File: config.mk
export PLATFORM = sky130hd
export DESIGN_NAME = tms_match
export DESIGN_NICKNAME = d
export VERILOG_FILES = /design/src/rtl/triangle_midpoint_subdivider_macros.svh /design/src/rtl/tms_pkg.sv /design/src/rtl/tms_match.sv
export SDC_FILE = /design/constraint.sdc
export NUM_CORES = 1
export LEC_CHECK = 0
export BUFFER_PORTS_ARGS = -buffer_cell sky130_fd_sc_hd__buf_2
export CAP_MARGIN = 5
export CORE_AREA = 3 3 90 92
export CTS_CLUSTER_DIAMETER = 100
export CTS_CLUSTER_SIZE = 10
export DETAILED_ROUTE_END_ITERATION = 12
export DIE_AREA = 0 0 93 95
export PLACE_DENSITY = 0.88
export SLEW_MARGIN = 5
export SYNTH_ARGS = -nofsm -noshare
export SYNTH_HDL_FRONTEND = slang
export SYNTH_SLANG_ARGS = --single-unit
File: constraint.sdc
create_clock -name clk -period 0.8 [get_ports clk]
set_input_delay 0.04 -clock clk [delete_from_list [all_inputs] [get_ports clk]]
set_output_delay 0.04 -clock clk [all_outputs]
set_load 0.05 [all_outputs]
File: src/rtl/triangle_midpoint_subdivider_macros.svh
// Assertion helpers used by the subdivider RTL.
`ifndef TRIANGLE_MIDPOINT_SUBDIVIDER_MACROS_SVH
`define TRIANGLE_MIDPOINT_SUBDIVIDER_MACROS_SVH

// Condition that must hold at every clock edge out of reset.
`define TMS_CHECK(lbl, cond, msg) \
	lbl: assert property (@(posedge clk) disable iff (!arst_n) (cond)) else $error(msg);

// Same-cycle implication.
`define TMS_IMPLY(lbl, ante, cons, msg) \
	lbl: assert property (@(posedge clk) disable iff (!arst_n) (ante) |-> (cons)) else $error(msg);

// Next-cycle implication.
`define TMS_NEXT(lbl, ante, cons, msg) \
	lbl: assert property (@(posedge clk) disable iff (!arst_n) (ante) |=> (cons)) else $error(msg);

`endif

File: src/rtl/tms_pkg.sv
package tms_pkg;

	localparam int VERTEX_DEPTH      = 4096;
	localparam int NORMAL_DEPTH      = 4096;
	localparam int EDGE_DEPTH        = 4096;
	localparam int NORMAL_PAIR_DEPTH = 4096;
	localparam int COORD_WIDTH       = 16;

	localparam int IDX_W = 12;
	localparam int VEC_W = 48;
	localparam int UV_W  = 32;
	localparam int ENT_W = 3 * IDX_W;

	localparam int MAX_VN    = (VERTEX_DEPTH > NORMAL_DEPTH) ? VERTEX_DEPTH : NORMAL_DEPTH;
	localparam int MAX_TB    = (EDGE_DEPTH > NORMAL_PAIR_DEPTH) ? EDGE_DEPTH : NORMAL_PAIR_DEPTH;
	localparam int MAX_DEPTH = (MAX_VN > MAX_TB) ? MAX_VN : MAX_TB;
	localparam int CNT_W     = $clog2(MAX_DEPTH + 1);

	localparam int VA_W = $clog2(VERTEX_DEPTH);
	localparam int NA_W = $clog2(NORMAL_DEPTH);
	localparam int EA_W = $clog2(EDGE_DEPTH);
	localparam int PA_W = $clog2(NORMAL_PAIR_DEPTH);

	localparam int LANES_W = 3 * COORD_WIDTH;
	localparam int VX_W    = (LANES_W > VEC_W) ? LANES_W : VEC_W;

	// stream payload widths, padded to whole bytes
	localparam int S_RAW_W  = VEC_W + 6 * IDX_W + 3 * UV_W;
	localparam int S_DATA_W = ((S_RAW_W + 7) / 8) * 8;
	localparam int M_RAW_W  = IDX_W + VEC_W + 6 * IDX_W + 2 * UV_W + UV_W;
	localparam int M_DATA_W = ((M_RAW_W + 7) / 8) * 8;

	localparam logic [1:0] OP_LOAD_VERTEX = 2'd0;
	localparam logic [1:0] OP_LOAD_NORMAL = 2'd1;
	localparam logic [1:0] OP_SUBDIVIDE   = 2'd2;
	localparam logic [1:0] OP_CLEAR       = 2'd3;

	localparam logic [1:0] KIND_VERTEX   = 2'd0;
	localparam logic [1:0] KIND_NORMAL   = 2'd1;
	localparam logic [1:0] KIND_TRIANGLE = 2'd2;
	localparam logic [1:0] KIND_OVERFLOW = 2'd3;

	typedef struct packed {
		logic       hit;
		logic [1:0] slot;
	} hit_t;

	typedef struct packed {
		logic init;
		logic hit_en;
		logic set_en;
	} match_ctl_t;

	// floor average of signed lanes, done with offset binary
	function automatic logic [VEC_W-1:0] avg_vec(input logic [VEC_W-1:0] a,
			input logic [VEC_W-1:0] b);
		logic [VX_W-1:0] ax;
		logic [VX_W-1:0] bx;
		logic [VX_W-1:0] r;
		logic [COORD_WIDTH:0] s;
		logic [COORD_WIDTH-1:0] sb;
		ax = VX_W'(a);
		bx = VX_W'(b);
		sb = {1'b1, {(COORD_WIDTH-1){1'b0}}};
		r = '0;
		for (int i = 0; i < 3; i++) begin
			s = {1'b0, ax[i*COORD_WIDTH +: COORD_WIDTH] ^ sb}
				+ {1'b0, bx[i*COORD_WIDTH +: COORD_WIDTH] ^ sb};
			r[i*COORD_WIDTH +: COORD_WIDTH] = s[COORD_WIDTH:1] ^ sb;
		end
		return r[VEC_W-1:0];
	endfunction

	function automatic logic [UV_W-1:0] avg_uv(input logic [UV_W-1:0] a,
			input logic [UV_W-1:0] b);
		logic [16:0] u;
		logic [16:0] v;
		u = {1'b0, a[31:16]} + {1'b0, b[31:16]};
		v = {1'b0, a[15:0]} + {1'b0, b[15:0]};
		return {u[16:1], v[16:1]};
	endfunction

	// which triangle edge a table entry names, either direction
	function automatic hit_t match_slot(input logic [IDX_W-1:0] e1, input logic [IDX_W-1:0] e2,
			input logic [IDX_W-1:0] c0, input logic [IDX_W-1:0] c1,
			input logic [IDX_W-1:0] c2);
		hit_t h;
		h = '0;
		if (c0 == e1) begin
			if (c1 == e2) h = '{hit: 1'b1, slot: 2'd0};
			else if (c2 == e2) h = '{hit: 1'b1, slot: 2'd2};
		end else if (c1 == e1) begin
			if (c0 == e2) h = '{hit: 1'b1, slot: 2'd0};
			else if (c2 == e2) h = '{hit: 1'b1, slot: 2'd1};
		end else if (c2 == e1) begin
			if (c0 == e2) h = '{hit: 1'b1, slot: 2'd2};
			else if (c1 == e2) h = '{hit: 1'b1, slot: 2'd1};
		end
		return h;
	endfunction

endpackage

File: src/rtl/tms_match.sv
module tms_match (
	input  logic                                clk,
	input  logic                                arst_n,
	input  tms_pkg::match_ctl_t                 ctl,
	input  logic [2:0]                          init_found,
	input  logic [2:0][tms_pkg::IDX_W-1:0]      init_mid,
	input  logic [2:0][tms_pkg::IDX_W-1:0]      corners,
	input  logic [tms_pkg::ENT_W-1:0]           entry,
	input  logic [1:0]                          set_slot,
	input  logic [tms_pkg::IDX_W-1:0]           set_mid,
	output logic [2:0]                          found,
	output logic [2:0][tms_pkg::IDX_W-1:0]      mids
);
	import tms_pkg::*;

	logic [2:0]            found_q;
	logic [2:0][IDX_W-1:0] mids_q;
	hit_t                  h;

	// entry layout: end 1, end 2, midpoint index
	assign h = match_slot(entry[ENT_W-1 -: IDX_W], entry[2*IDX_W-1 -: IDX_W],
		corners[0], corners[1], corners[2]);

	always_ff @(posedge clk or negedge arst_n) begin
		if (!arst_n) begin
			found_q <= '0;
		end else if (ctl.init) begin
			found_q <= init_found;
		end else if (ctl.hit_en && h.hit) begin
			found_q[h.slot] <= 1'b1;
		end
	end

	always_ff @(posedge clk) begin
		if (ctl.init) begin
			mids_q <= init_mid;
		end else if (ctl.set_en) begin
			mids_q[set_slot] <= set_mid;
		end else if (ctl.hit_en && h.hit) begin
			mids_q[h.slot] <= entry[IDX_W-1:0];
		end
	end

	assign found = found_q;
	assign mids  = mids_q;

endmodule

==> results.toml <==
[critical_path]
crit_chain = "buf_2 -> xor2_1 -> nor4_1 -> buf_4 -> nand3_4 -> a211oi_2 -> o211ai_1 -> o31ai_4 -> buf_12"
startpoint_type = "input port"
setup.worst_path.end_class = "flip-flop"
cp_slowest_stage_delay_ns = 0.36
rr_worst_depth = 2
critPathLaunch = "corners[34]"
path_class = "input port to flip-flop"
rr_startpoint = "found[2]$_DFFE_PN0P_"
cp.required_ns = 0.81
crit_fanout = 12
arrival_ns = 1.92
slowest_stage = "nor4_1"
r2r_end = "found[2]$_DFFE_PN0P_"
critPathTopFamily = "compound AO/OA/AOI/OAI gates"
r2r_slack_ns = -0.11
path_buf_inv = 3

[power]
vdd_drop_max_mv = 0.7245
p_per_area_mw_per_mm2 = 1363
p_leak_nw = 2.250
finalPower_w = 0.007426

[floorplanning]
start_util_pct = 41.32
core_sq_mm = 0.007292
die_h_microns = 95
die_area_sq_mm = 0.008835
fp.dieW_microns = 93
rows = 31
ioPinCount = 169

[timing]
finalClockSkew_ns = 0
tightest_slew_ns = 0.7163
tns_ns = -78.23
fin_crit_sh_pct = 239.1
whs_ns = 0.02560
rsz0062_at_grt = "yes"
hold_viol = 0
setup_ws_ns = -1.113
slew_viol_final = 0
setup_viol = 114
max_freq_mhz = 522.8
relSlewSlack_pct = 52.03
min_period_ns = 1.913

[detailed_routing]
vias_per_cell = 5.910
ant_nets = 0
vias = 3611
wl_microns = 13990
drt_iter0_markers = 290
drt_pre_antenna_iters = 5
wl_per_cell_microns = 22.89
drc_errors = 0

[job]
max-cap-violations = 0

[finish]
final_cell_mix = "buf_2 (117), buf_6 (68), buf_4 (50)"
post-route-util_pct = 74.73
nNetsFinal = 641
multi_input_area_sq_mm = 0.002131
fillers = 444
seqCellArea_sq_mm = 0.001156
drive_above_1_share_pct = 64.45
n_antenna_cell = 0
final_common_cell = "buf_2"
fin_area_sq_mm = 0.005449
area_growth_pct = 80.86

[global_routing]
grt_max_degree = 30
antenna_found_initial = 0
track_usage_pct = 29.03
grt_overflow = 0
grt_pass1_vias = 3695
grt_first_pass_wirelength_microns = 19580

[clock_tree]
root_buffer = "clkbuf_8"
htree_num_levels = 2
cts_sinks = 39
cts_tree = "built"
clock_latency_ns = 0.29
cts_made_buffers = 5
clockBufferDepth = 2
clkSlewWorstSetupHoldPaths_ns = 0.08

[place]
placed_area_sq_mm = 0.004419
place_hpwl_microns = 9017
gp_congestion = 0.9460
numPortBuffers = 168

[synth]
netlist_area_sq_mm = 0.003013
synth_seq_cells = 39
synthArstFlopShare_pct = 7.692
postSynthAreaPerCell_sq_um = 10.92
mappedNetlistNets = 406
yosys_warnings = 0
synth_edf_count = 36
synth_seq_area_share_pct = 38.37
synth_top_flop_cell = "edfxtp_1"
synth_cells = 276
synth_cell_types = 39

[run_status]
violations = "negative setup slack"
run_status = "finished, violations left"

[worst_hold_path]
hold_class = "input port to flip-flop"
min_to = "found[0]$_DFFE_PN0P_"
hold_depth = 3
hp-start = "init_found[0]"
## tightest hold or removal path, delay by kind of cell
family | cells | cell delay [ns]
AND/OR/NAND/NOR | 1 | 0.04
buffers and inverters | 1 | 0.08
AO/OA/AOI/OAI | 1 | 0.11
## cell usage after synthesis (3+ instances only)
cell / count / area [sq um]
a21oi_1: 4 / 20.02
a32oi_1: 36 / 315.3
clkbuf_1: 6 / 22.52
clkbuf_8: 6 / 82.58
dfrtp_1: 3 / 75.07
edfxtp_1: 36 / 1081
nand2_1: 13 / 48.80
nand3_1: 5 / 25.02
nand4_1: 3 / 18.77
nor2_1: 4 / 15.01
nor2b_1: 6 / 37.54
nor4_1: 9 / 56.30
nor4_2: 5 / 62.56
o21ai_0: 5 / 25.02
o21ai_1: 25 / 125.1
o21ai_2: 10 / 87.58
o31ai_1: 4 / 30.03
xnor2_1: 12 / 105.1
xor2_1: 60 / 525.5
## per-stage QoR
step	worst slack [ns]	std cells
5_1_grt	-1.146	611
3_5_place_dp	-1.671	587
6_report	-1.113	611
2_1_floorplan	-1.187	276
4_1_cts	-1.034	611
3_3_place_gp	-1.457	587
## registers in the layout (all words and copies together) (netlist names)
signal,cells
found,3
mids,36
## power breakdown
part / internal (W) / switching, W
combinational: 0.00127 / 0.00184
clock: 0.000931 / 0.000784
sequential: 0.00248 / 0.000123
## kinds of logic after synthesis
kind of cell	after synthesis	share of synthesized area, %
xor gates and xnor gates	72	20.93
DFF	39	38.37
muxes	2	0.6645
buffers and inverters	18	5.523
AOI/OAI and AO/OA	90	22.30
and+or+nand+nor	55	12.21
## layer usage
metal	global-route usage, %	vias up	routed length (microns)
met3	5.498	68	1358
li1	-	1542	-
met1	29.78	1681	4312
met4	13.43	0	672
met5	0	-	0
met2	56.45	320	7645
## repair_timing
item                       CTS  global route
setup endpoints to repair  114           114
hold buffers                 1             0
pin swaps                   15             4
hold endpoints to repair     3             0
gates cloned                 3             0
buffers inserted            13             1
resized for setup          151            31
## layout make-up
type                    count  area share (%)
multi-input cells         219           39.10
inverters                   1         0.06889
clock inverters             3          0.8037
repair buffers            245           35.27
well taps                  99           2.273
flip-flops and latches     39           21.22
clock buffers               5           1.263
## worst max-delay path by stage
| stage | endpoint | slack [ns] | cells after the start |
|---|---|---|---|
| finish | mids[35]$_DFFE_PP_ | -1.11 | 9 |
| global route | mids[33]$_DFFE_PP_ | -1.15 | 9 |
| CTS | mids[35]$_DFFE_PP_ | -1.03 | 8 |
| detailed placement | mids[10]$_DFFE_PP_ | -1.67 | 7 |
| global placement | mids[13]$_DFFE_PP_ | -1.46 | 8 |
| floorplan | mids[12]$_DFFE_PP_ | -1.19 | 7 |
(Power assumes the default switching activity.)
